**src/rtl/ssa_pkg.sv**
```systemverilog
// Shared types and constants of the sample skewness accumulator.
`timescale 1ns / 1ps
package ssa_pkg;

  localparam int MAX_COUNT   = 32768;
  localparam int SAMPLE_BITS = 16;
  localparam int MIN_COUNT   = 3;
  localparam int CNT_W       = 16;
  // Wide enough for n(n-1) * A^2 * 2^46 and for (2q-1)^2 * (n-2)^2 * B^3.
  localparam int W           = 288;
  localparam int Q_W         = 32;
  localparam int BIT_W       = 5;
  localparam int FRAC_SHIFT  = 46;

  typedef enum logic [1:0] {
    ST_VALID = 2'd0,
    ST_FEW   = 2'd1,
    ST_ZVAR  = 2'd2,
    ST_OVF   = 2'd3
  } status_e;

  typedef enum logic [3:0] {
    RG_N, RG_S1, RG_S2, RG_S3, RG_T, RG_U, RG_B, RG_A, RG_K, RG_L, RG_R, RG_D
  } reg_e;

  localparam int NREG = 12;

  typedef enum logic [3:0] {
    OP_NOP, OP_LDK, OP_MUL, OP_ADD, OP_SUB, OP_ABS, OP_TESTB, OP_QTEST, OP_OUT
  } op_e;

  typedef enum logic [3:0] {
    K_CNT, K_S1, K_S2, K_S3, K_3N, K_NM1, K_NM2, K_P46, K_D
  } ksel_e;

  typedef struct packed {
    op_e   op;
    reg_e  dst;
    reg_e  sa;
    reg_e  sb;
    ksel_e ksel;
  } instr_t;

  typedef struct packed {
    logic             start;
    instr_t           ins;
    logic [BIT_W-1:0] bitpos;
    status_e          status;
  } cmd_t;

  typedef struct packed {
    logic done;
    logic bnp;
    logic ovf;
    logic few;
    logic out_full;
  } stat_t;

endpackage

```
**src/rtl/ssa_ctrl.sv**
```systemverilog
// Controller: input acceptance and the sequencer that runs the finishing program.
`timescale 1ns / 1ps
module ssa_ctrl
  import ssa_pkg::*;
(
  input  logic  clk_i,
  input  logic  rst_ni,
  input  logic  in_accept_i,
  input  logic  in_last_i,
  input  stat_t stat_i,
  output cmd_t  cmd_o,
  output logic  in_ready_o
);

  typedef enum logic [2:0] {C_IDLE, C_FIN, C_ISSUE, C_WAIT, C_OUTW, C_OUTD} state_e;

  localparam logic [5:0] PC_TESTB = 6'd7;
  localparam logic [5:0] PC_LOOP  = 6'd29;
  localparam logic [5:0] PC_LAST  = 6'd32;

  state_e           state_q;
  cmd_t             cmd_q;
  logic             ready_q;
  logic [5:0]       pc_q;
  logic [BIT_W-1:0] bit_q;
  status_e          res_q;

  function automatic instr_t ins(op_e op, reg_e d, reg_e a, reg_e b, ksel_e k);
    instr_t r;
    r.op   = op;
    r.dst  = d;
    r.sa   = a;
    r.sb   = b;
    r.ksel = k;
    return r;
  endfunction

  // dst = sa * sb iterates over the bits of sb, so sb is the narrower one.
  function automatic instr_t rom(logic [5:0] pc);
    instr_t r;
    case (pc)
      6'd0:  r = ins(OP_LDK,   RG_N,  RG_N,  RG_N,  K_CNT);
      6'd1:  r = ins(OP_LDK,   RG_S1, RG_N,  RG_N,  K_S1);
      6'd2:  r = ins(OP_LDK,   RG_S2, RG_N,  RG_N,  K_S2);
      6'd3:  r = ins(OP_LDK,   RG_S3, RG_N,  RG_N,  K_S3);
      6'd4:  r = ins(OP_MUL,   RG_T,  RG_S2, RG_N,  K_CNT);
      6'd5:  r = ins(OP_MUL,   RG_U,  RG_S1, RG_S1, K_CNT);
      6'd6:  r = ins(OP_SUB,   RG_B,  RG_T,  RG_U,  K_CNT);
      6'd7:  r = ins(OP_TESTB, RG_B,  RG_B,  RG_B,  K_CNT);
      6'd8:  r = ins(OP_MUL,   RG_T,  RG_N,  RG_N,  K_CNT);
      6'd9:  r = ins(OP_MUL,   RG_A,  RG_S3, RG_T,  K_CNT);
      6'd10: r = ins(OP_LDK,   RG_K,  RG_N,  RG_N,  K_3N);
      6'd11: r = ins(OP_MUL,   RG_T,  RG_S1, RG_K,  K_CNT);
      6'd12: r = ins(OP_MUL,   RG_T,  RG_T,  RG_S2, K_CNT);
      6'd13: r = ins(OP_SUB,   RG_A,  RG_A,  RG_T,  K_CNT);
      6'd14: r = ins(OP_MUL,   RG_T,  RG_U,  RG_S1, K_CNT);
      6'd15: r = ins(OP_ADD,   RG_T,  RG_T,  RG_T,  K_CNT);
      6'd16: r = ins(OP_ADD,   RG_A,  RG_A,  RG_T,  K_CNT);
      6'd17: r = ins(OP_ABS,   RG_A,  RG_A,  RG_A,  K_CNT);
      6'd18: r = ins(OP_MUL,   RG_L,  RG_A,  RG_A,  K_CNT);
      6'd19: r = ins(OP_LDK,   RG_K,  RG_N,  RG_N,  K_NM1);
      6'd20: r = ins(OP_MUL,   RG_K,  RG_N,  RG_K,  K_CNT);
      6'd21: r = ins(OP_MUL,   RG_L,  RG_L,  RG_K,  K_CNT);
      6'd22: r = ins(OP_LDK,   RG_K,  RG_N,  RG_N,  K_P46);
      6'd23: r = ins(OP_MUL,   RG_L,  RG_L,  RG_K,  K_CNT);
      6'd24: r = ins(OP_MUL,   RG_R,  RG_B,  RG_B,  K_CNT);
      6'd25: r = ins(OP_MUL,   RG_R,  RG_R,  RG_B,  K_CNT);
      6'd26: r = ins(OP_LDK,   RG_K,  RG_N,  RG_N,  K_NM2);
      6'd27: r = ins(OP_MUL,   RG_K,  RG_K,  RG_K,  K_CNT);
      6'd28: r = ins(OP_MUL,   RG_R,  RG_R,  RG_K,  K_CNT);
      6'd29: r = ins(OP_LDK,   RG_D,  RG_N,  RG_N,  K_D);
      6'd30: r = ins(OP_MUL,   RG_D,  RG_D,  RG_D,  K_CNT);
      6'd31: r = ins(OP_MUL,   RG_T,  RG_R,  RG_D,  K_CNT);
      6'd32: r = ins(OP_QTEST, RG_T,  RG_T,  RG_L,  K_CNT);
      default: r = ins(OP_NOP, RG_N,  RG_N,  RG_N,  K_CNT);
    endcase
    return r;
  endfunction

  always_ff @(posedge clk_i or negedge rst_ni) begin
    if (!rst_ni) begin
      state_q <= C_IDLE;
      cmd_q   <= '0;
      ready_q <= 1'b1;
      pc_q    <= '0;
      bit_q   <= '0;
      res_q   <= ST_VALID;
    end else begin
      cmd_q.start <= 1'b0;
      case (state_q)
        C_IDLE: begin
          if (in_accept_i && in_last_i) begin
            state_q <= C_FIN;
            ready_q <= 1'b0;
          end
        end
        C_FIN: begin
          pc_q  <= '0;
          bit_q <= BIT_W'(Q_W - 1);
          if (stat_i.ovf) begin
            res_q   <= ST_OVF;
            state_q <= C_OUTW;
          end else if (stat_i.few) begin
            res_q   <= ST_FEW;
            state_q <= C_OUTW;
          end else begin
            state_q <= C_ISSUE;
          end
        end
        C_ISSUE: begin
          cmd_q.start  <= 1'b1;
          cmd_q.ins    <= rom(pc_q);
          cmd_q.bitpos <= bit_q;
          state_q      <= C_WAIT;
        end
        C_WAIT: begin
          if (stat_i.done) begin
            if (pc_q == PC_TESTB && stat_i.bnp) begin
              res_q   <= ST_ZVAR;
              state_q <= C_OUTW;
            end else if (pc_q == PC_LAST) begin
              if (bit_q == '0) begin
                res_q   <= ST_VALID;
                state_q <= C_OUTW;
              end else begin
                bit_q   <= bit_q - BIT_W'(1);
                pc_q    <= PC_LOOP;
                state_q <= C_ISSUE;
              end
            end else begin
              pc_q    <= pc_q + 6'd1;
              state_q <= C_ISSUE;
            end
          end
        end
        C_OUTW: begin
          if (!stat_i.out_full) begin
            cmd_q.start  <= 1'b1;
            cmd_q.ins    <= ins(OP_OUT, RG_N, RG_N, RG_N, K_CNT);
            cmd_q.status <= res_q;
            state_q      <= C_OUTD;
          end
        end
        C_OUTD: begin
          if (stat_i.done) begin
            state_q <= C_IDLE;
            ready_q <= 1'b1;
          end
        end
        default: state_q <= C_IDLE;
      endcase
    end
  end

  assign cmd_o      = cmd_q;
  assign in_ready_o = ready_q;

endmodule
```
**config.mk**
```make
export PLATFORM = sky130hd
export DESIGN_NAME = ssa_ctrl
export DESIGN_NICKNAME = d
export VERILOG_FILES = /design/src/rtl/ssa_pkg.sv /design/src/rtl/ssa_ctrl.sv
export SDC_FILE = /design/constraint.sdc
export NUM_CORES = 1
export LEC_CHECK = 0
export BUFFER_PORTS_ARGS = -buffer_cell sky130_fd_sc_hd__buf_2
export CAP_MARGIN = 40
export CORE_UTILIZATION = 25
export CTS_CLUSTER_SIZE = 8
export DETAILED_ROUTE_END_ITERATION = 6
export PLACE_DENSITY = 0.46
export SYNTH_ARGS = -nofsm -noshare
export SYNTH_HDL_FRONTEND = slang
export SYNTH_SLANG_ARGS = --single-unit
```
**constraint.sdc**
```tcl
create_clock -name clk_i -period 2.2 [get_ports clk_i]
set_input_delay 0.44 -clock clk_i [delete_from_list [all_inputs] [get_ports clk_i]]
set_output_delay 0.44 -clock clk_i [all_outputs]
set_load 0.005 [all_outputs]
```
==> flow_metrics.env, run 1 <==
export IMPL_synth_top_cell_area_share_pct=38.63
export IMPL_clkPwrFrac_pct=21.5
export IMPL_cp_max_fo=6
export IMPL_synth_edf_count=0
export IMPL_yosys_area_top_type="dfrtp_1"
export IMPL_drt_iter0_drc=185
export IMPL_fin_crit_ns=2.083
export IMPL_start_util_pct=25.95
export IMPL_top_layer="met4"
export IMPL_pwr_share_comb_pct=48.1
export IMPL_hpwl_um=5623
export IMPL_seqCellArea_um2=1127
export IMPL_gr_usage_all_layers_pct=14.59
export IMPL_drtPass1Iterations=4
export IMPL_crit_chain="inv_1 > ha_1 > or4b_4 > nor3_4 > nand3_1 > o221a_2"
export IMPL_synthCells=305
export IMPL_holdBufCountCts=0
export IMPL_p_switching_w=0.001662
export IMPL_ys_warn_count=0
export IMPL_clock_sinks=45
export IMPL_ir_drop_mv=0.3902
export IMPL_drive_gt1_share_pct=25.64
export IMPL_portBuffers=37
export IMPL_synthAdderAreaFrac_pct=6.146
export IMPL_grt_max_degree=46
export IMPL_num_vias=2457
export IMPL_boundaryPins=38
export IMPL_hold_class="input port to async pin"
export IMPL_fin_skew_ns=0.003831
export IMPL_clk_latency_ns=0.29
export IMPL_grt_overflow=0
export IMPL_wl_met3_um=437
export IMPL_tightest_slew_ns=0.7074
export IMPL_crit_type="flip-flop to flip-flop"
export IMPL_synth_simple_area_share_pct=18.57
export IMPL_drc_errors=0
export IMPL_cp_data_required_time_ns=2.37
export IMPL_rsz0062_at_grt="no"
export IMPL_ctsLongestPathBuffers=2
export IMPL_setup_viol=0
export IMPL_powerDensity_nw_per_um2=1187
export IMPL_fin_nets=373
export IMPL_syn_area_um2=2850
export IMPL_synth_xor_area_share_pct=0
export IMPL_num_antenna_cells=0
export IMPL_root_buffer="clkbuf_16"
export IMPL_die_x_um=108.8
export IMPL_wl_met1_um=3952
export IMPL_multi_input_area_um2=1575
export IMPL_max_slew_margin_pct=52.84
export IMPL_hold_violations=0
export IMPL_synth_top_family_by_area="compound AO/OA/AOI/OAI gates"
export IMPL_clkSlewWorstSetupHoldPaths_ns=0.06
export IMPL_fin_tns_setup_ns=0
export IMPL_htree_num_levels=2
export IMPL_synthTopCellsByArea="dfrtp_1, ha_1, o21ai_0"
export IMPL_p_leak_nw=1.469
export IMPL_ant_nets=0
export IMPL_core_area_um2=10980
export IMPL_synthMuxAreaShare_pct=6.234
export IMPL_row_count=38
export IMPL_power_internal_w=0.002482
export IMPL_critPathLaunchType="flip-flop"
export IMPL_grt_pass1_vias=2450
export IMPL_cts_made_buffers=5
export IMPL_post_route_period_util_pct=94.70
export IMPL_synth_flop_cell="dfrtp_1"
export IMPL_area_delta_synth_final_pct=22.43
export IMPL_switching_share_pct=40.10
export IMPL_cts_tree="built"
export IMPL_routed_wl_um=7963
export IMPL_whs_ns=0.1118
export IMPL_ys_seq_elements=45
export IMPL_ys_seq_area_share_pct=39.55
export IMPL_wl_per_cell_um=16.22
export IMPL_end_kind="flip-flop"
export IMPL_pwr_share_seq_pct=30.3
export IMPL_fin_util_pct=31.77
export IMPL_cp_slowest_cell="or4b_4"
export IMPL_dieArea_um2=11830
export IMPL_die_h_um=108.8
export IMPL_critPathArrivalTime_ns=2.26
export IMPL_antenna_found_initial=0
export IMPL_fmax_mhz=480.0
export IMPL_slowest_delay_ns=0.51
export IMPL_cap_violations=0
export IMPL_met2WireLength_um=3480
export IMPL_synth_compound_area_share_pct=24.14
export IMPL_place_congestion=0.8130
export IMPL_fillers=1162
export IMPL_finalMaxSlewViolations=0
export IMPL_syn_nets=328
export IMPL_outcome="complete, no violations"
export IMPL_grt_pass1_wl_um=13340
export IMPL_yosys_cell_types_count=61
export IMPL_vias_per_cell=5.004
export IMPL_async_flop_share_pct=100.0
export IMPL_synth_avg_cell_area_um2=9.345
==> cells in the mapped netlist (all sizes together) (6+ instances only) <==
cell,n
nand2b,9
clkbuf,15
nand3,8
a21oi,22
ha,14
mux2,11
inv,17
a22o,9
dfrtp,44
o21ai,31
nor2,10
nand2,31
nor2b,6
buf,6
==> cell usage in the layout, fill, tap and decap left out, drive strengths merged, types with 2 or more instances in the layout <==
cell type	count
a32o	4
dfrtp	44
nor4b	2
ha	14
a311oi	2
nand4	2
nor3b	4
a22o	9
a22oi	2
o22ai	4
nor3	3
nor2b	6
and2	4
o211ai	3
a2bb2oi	3
or4	2
buf	59
o221a	2
a31oi	3
a21oi	22
nor4	2
mux2i	2
nand3	8
nor2	10
o31ai	3
o32ai	3
clkbuf	7
o21ai	31
mux2	11
nand2b	9
inv	17
nand2	31
==> sequential cells by signal (all words and copies together) (netlist names) <==
signal and count:
bit_q 5, cmd_o 28, in_ready_o 1, pc_q 6, res_q 2, state_q 3
==> power by group through the flow <==
stage               logic (W)  clock network, W  registers (W)
floorplan             0.00132                 0        0.00122
global placement      0.00200                 0        0.00127
detailed placement    0.00199                 0        0.00128
CTS                   0.00200          0.000918        0.00126
global route          0.00222          0.000953        0.00130
finish                0.00199          0.000892        0.00126
==> logic make-up (layout without fill, tap and decap cells) <==
logic type	after synthesis	in the layout
AO/OA/AOI/OAI	102	102
adder cells (fa/ha/maj)	14	14
buffers and inverters	38	84
flip-flops	45	45
multiplexers	14	14
AND/OR/NAND/NOR	92	92
==> through the flow <==
step	std cells	setup slack (ns)	cell area (um^2)	power (W)
global route	491	0.01046	3490	0.004479
CTS	490	0.1085	3477	0.004178
detailed placement	482	0.1307	3304	0.003262
global placement	482	0.1918	3304	0.003272
finish	491	0.1165	3490	0.004143
floorplan	305	0.07012	2850	0.002545
==> final cells by class <==
| type | count | share of cell area (%) |
|---|---|---|
| timing repair buffer | 59 | 10.76 |
| tap | 140 | 5.020 |
| sequential | 45 | 32.31 |
| clock inverter | 1 | 0.8605 |
| inverter | 17 | 1.829 |
| multi-input combinational | 222 | 45.14 |
| clock buffer | 7 | 4.087 |
==> layer usage <==
metal / vias up / track usage, %
met5: - / 0
met4: 0 / 3.958
met3: 5 / 2.331
met2: 55 / 21.70
met1: 1188 / 21.63
li1: 1209 / -
==> repair_timing <==
| item | CTS | global route |
|---|---|---|
| buffers inserted | 0 | 1 |
| gates resized for setup | 0 | 2 |
| setup endpoints to repair | 0 | 8 |
==> critical path: cells and delay by family (launching register included) <==
| kind | cells | cell delay [ns] |
|---|---|---|
| AND/OR/NAND/NOR | 3 | 0.89 |
| flip-flops | 1 | 0.39 |
| adder cells (fa/ha/maj) | 1 | 0.27 |
| AO/OA/AOI/OAI | 1 | 0.25 |
| buffers and inverters | 1 | 0.17 |
==> worst paths after layout <==
path | start | to | slack, ns | cells after the start
max in group asynchronous | rst_ni | in_ready_o$_DFFE_PN1P_ | 1.82 | 2
worst min register to register | cmd_o[14]$_DFFE_PN0P_ | cmd_o[14]$_DFFE_PN0P_ | 0.47 | 2
worst min-delay path | rst_ni | cmd_o[8]$_DFFE_PN0P_ | 0.11 | 2
min in group clk_i | in_last_i | in_ready_o$_DFFE_PN1P_ | 0.46 | 4
worst max register to register | pc_q[1]$_DFFE_PN0P_ | bit_q[3]$_DFFE_PN0P_ | 0.12 | 6
worst max-delay path | pc_q[1]$_DFFE_PN0P_ | bit_q[3]$_DFFE_PN0P_ | 0.12 | 6
No activity file was read; power rests on OpenSTA's default activity.
==> run 2: changes to the inputs <==
--- a/config.mk
+++ b/config.mk
@@ -10,6 +10,8 @@
 export CORE_UTILIZATION = 25
 export CTS_CLUSTER_SIZE = 8
 export DETAILED_ROUTE_END_ITERATION = 6
+export GPL_ROUTABILITY_DRIVEN = 0
+export MAX_ROUTING_LAYER = met4
 export PLACE_DENSITY = 0.46
 export SYNTH_ARGS = -nofsm -noshare
 export SYNTH_HDL_FRONTEND = slang
==> constraint.sdc (replaced) <==
create_clock -name clk_i -period 2.2 [get_ports clk_i]
set_input_delay 0.55 -clock clk_i [delete_from_list [all_inputs] [get_ports clk_i]]
set_output_delay 0.55 -clock clk_i [all_outputs]
set_load 0.005 [all_outputs]
==> flow_metrics.env, run 2 (same netlist as run 1, synthesis figures left out) <==
export IMPL_switching_share_pct=40.20
export IMPL_end_kind="flip-flop"
export IMPL_crit_chain="inv_1 > ha_2 > or4b_4 > nor3_4 > nand3_1 > o221a_2"
export IMPL_vias_per_cell=5.061
export IMPL_drc_errors=0
export IMPL_drtPass1Iterations=4
export IMPL_cts_setup_buffers=0
export IMPL_setup_viol=0
export IMPL_slowest_delay_ns=0.49
export IMPL_grt_overflow=0
export IMPL_crit_type="flip-flop to flip-flop"
export IMPL_hpwl_um=5720
export IMPL_ant_nets=0
export IMPL_clk_latency_ns=0.29
export IMPL_final_area_um2=3480
export IMPL_dieArea_um2=11830
export IMPL_fin_skew_ns=0.006058
export IMPL_fin_nets=372
export IMPL_routed_wl_um=7968
export IMPL_r2r_end="bit_q[3]$_DFFE_PN0P_"
export IMPL_rsz0062_at_grt="no"
export IMPL_critPathArrivalTime_ns=2.24
export IMPL_fillers=1152
export IMPL_num_vias=2480
export IMPL_fin_tns_setup_ns=0
export IMPL_place_area_um2=3304
export IMPL_area_delta_synth_final_pct=22.08
export IMPL_portBuffers=37
export IMPL_hold_violations=0
export IMPL_ir_drop_mv=0.4283
export IMPL_htree_num_levels=2
export IMPL_tightest_slew_ns=0.6813
export IMPL_worst_path_stages=6
export IMPL_core_area_um2=10980
export IMPL_critPathLaunchType="flip-flop"
export IMPL_fmax_mhz=484.5
export IMPL_row_count=38
export IMPL_clock_sinks=45
export IMPL_drive_gt1_share_pct=25.71
export IMPL_cp_max_fo=5
export IMPL_final_cell_mix="dfrtp_1, buf_2, nand2_1, o21ai_0, a21oi_1"
export IMPL_grt_pass1_vias=2352
export IMPL_fin_crit_ns=2.064
export IMPL_path_buf_inv=1
export IMPL_outcome="complete, no violations"
export IMPL_pwr_share_seq_pct=30.4
export IMPL_num_antenna_cells=0
export IMPL_start_util_pct=25.95
export IMPL_ctsLongestPathBuffers=2
export IMPL_grt_pass1_wl_um=13130
export IMPL_clkPwrFrac_pct=21.6
export IMPL_total_power_w=0.004143
export IMPL_hold_class="input port to async pin"
export IMPL_layout_commonest_cell="dfrtp_1"
export IMPL_p_leak_nw=1.463
export IMPL_timing_rr_start="pc_q[0]$_DFFE_PN0P_"
export IMPL_pwr_share_comb_pct=48.1
export IMPL_boundaryPins=38
export IMPL_cp_top_family="simple AND/OR/NAND/NOR gates"
export IMPL_cap_violations=0
export IMPL_rr_worst_depth=6
export IMPL_cp_slowest_cell="or4b_4"
export IMPL_die_h_um=108.8
export IMPL_cts_made_buffers=5
export IMPL_clkSlewWorstSetupHoldPaths_ns=0.07
export IMPL_timing_reg2reg_setup_slack_ns=0.14
export IMPL_finalMaxSlewViolations=0
export IMPL_power_internal_w=0.002477
export IMPL_root_buffer="clkbuf_16"
export IMPL_die_x_um=108.8
export IMPL_powerDensity_nw_per_um2=1191
export IMPL_wl_per_cell_um=16.26
export IMPL_drt_iter0_drc=162
export IMPL_max_slew_margin_pct=54.58
export IMPL_cp_data_required_time_ns=2.37
export IMPL_gr_usage_all_layers_pct=14.69
export IMPL_post_route_period_util_pct=93.82
export IMPL_grt_max_degree=33
export IMPL_cts_tree="built"
export IMPL_antenna_found_initial=0
export IMPL_p_switching_w=0.001665
export IMPL_largest_reg_flops=28
-- run 2: changes by cell type in the layout (fill, tap and decap cells not counted) --
cell	delta
buf_4	-1
nand3_2	-1
o21ai_1	-1
inv_2	+1
o21ai_0	+1
ha_1	-1
inv_1	-1
ha_2	+1
nand3_1	+1
-- run 2: worst reg2reg max path, delay by kind of cell, from the launching register on --
| kind | cells | cell delay, ns |
|---|---|---|
| and+or+nand+nor | 3 | 0.86 |
| DFF | 1 | 0.45 |
| AOI/OAI and AO/OA | 1 | 0.24 |
| adders and majority gates | 1 | 0.23 |
| buffers and inverters | 1 | 0.17 |
-- run 2: metrics by stage --
step	cells	utilization, %	hold WS, ns	worst slack [ns]
final	490	31.68	0.2271	0.1360
after global routing	490	31.68	0.2676	0.02355
after CTS	490	31.66	0.2492	0.09835
after detailed placement	482	30.09	0.4655	0.1013
after global placement	482	30.09	0.4652	0.1741
after floorplan	305	-	0.2544	0.07012
-- run 2: per-layer routing --
metal | global-route usage [%] | share of wire, % | up-vias
met2 | 20.43 | 43 | 62
met5 | - | 0 | -
met4 | 4.537 | 1.5 | 0
li1 | - | - | 1207
met3 | 2.032 | 4.7 | 9
met1 | 21.73 | 51 | 1202
-- run 2: final cells by class --
type,instances,area (um^2),area share (%)
Clock buffer,7,142.6,4.099
Sequential cell,45,1127,32.40
Clock inverter,1,30.03,0.8630
Inverter,17,63.81,1.834
Multi-Input combinational cell,222,1573,45.20
Timing Repair Buffer,58,367.9,10.57
Tap cell,140,175.2,5.034
-- run 2: what timing repair did --
| item | 4_1_cts | 5_1_grt |
|---|---|---|
| hold buffers | 0 | 0 |
| endpoints found under the setup margin | 0 | 7 |
| gates resized for setup | 0 | 2 |
-- run 2: worst max-delay path by stage --
stage,from,slack [ns],end
after detailed placement,pc_q[1]$_DFFE_PN0P_,0.10,bit_q[3]$_DFFE_PN0P_
final,pc_q[0]$_DFFE_PN0P_,0.14,bit_q[3]$_DFFE_PN0P_
after global placement,pc_q[1]$_DFFE_PN0P_,0.17,bit_q[3]$_DFFE_PN0P_
after floorplan,pc_q[0]$_DFFE_PN0P_,0.07,pc_q[0]$_DFFE_PN0P_
after global routing,pc_q[0]$_DFFE_PN0P_,0.02,bit_q[3]$_DFFE_PN0P_
after CTS,pc_q[1]$_DFFE_PN0P_,0.1,bit_q[3]$_DFFE_PN0P_
-- run 2: power groups by stage --
stage | clock network [W] | logic (W) | registers, W
4_1_cts | 0.000917 | 0.00199 | 0.00126
3_3_place_gp | 0 | 0.00198 | 0.00127
5_1_grt | 0.000950 | 0.00220 | 0.00129
2_1_floorplan | 0 | 0.00132 | 0.00122
3_5_place_dp | 0 | 0.00198 | 0.00127
6_report | 0.000893 | 0.00199 | 0.00126
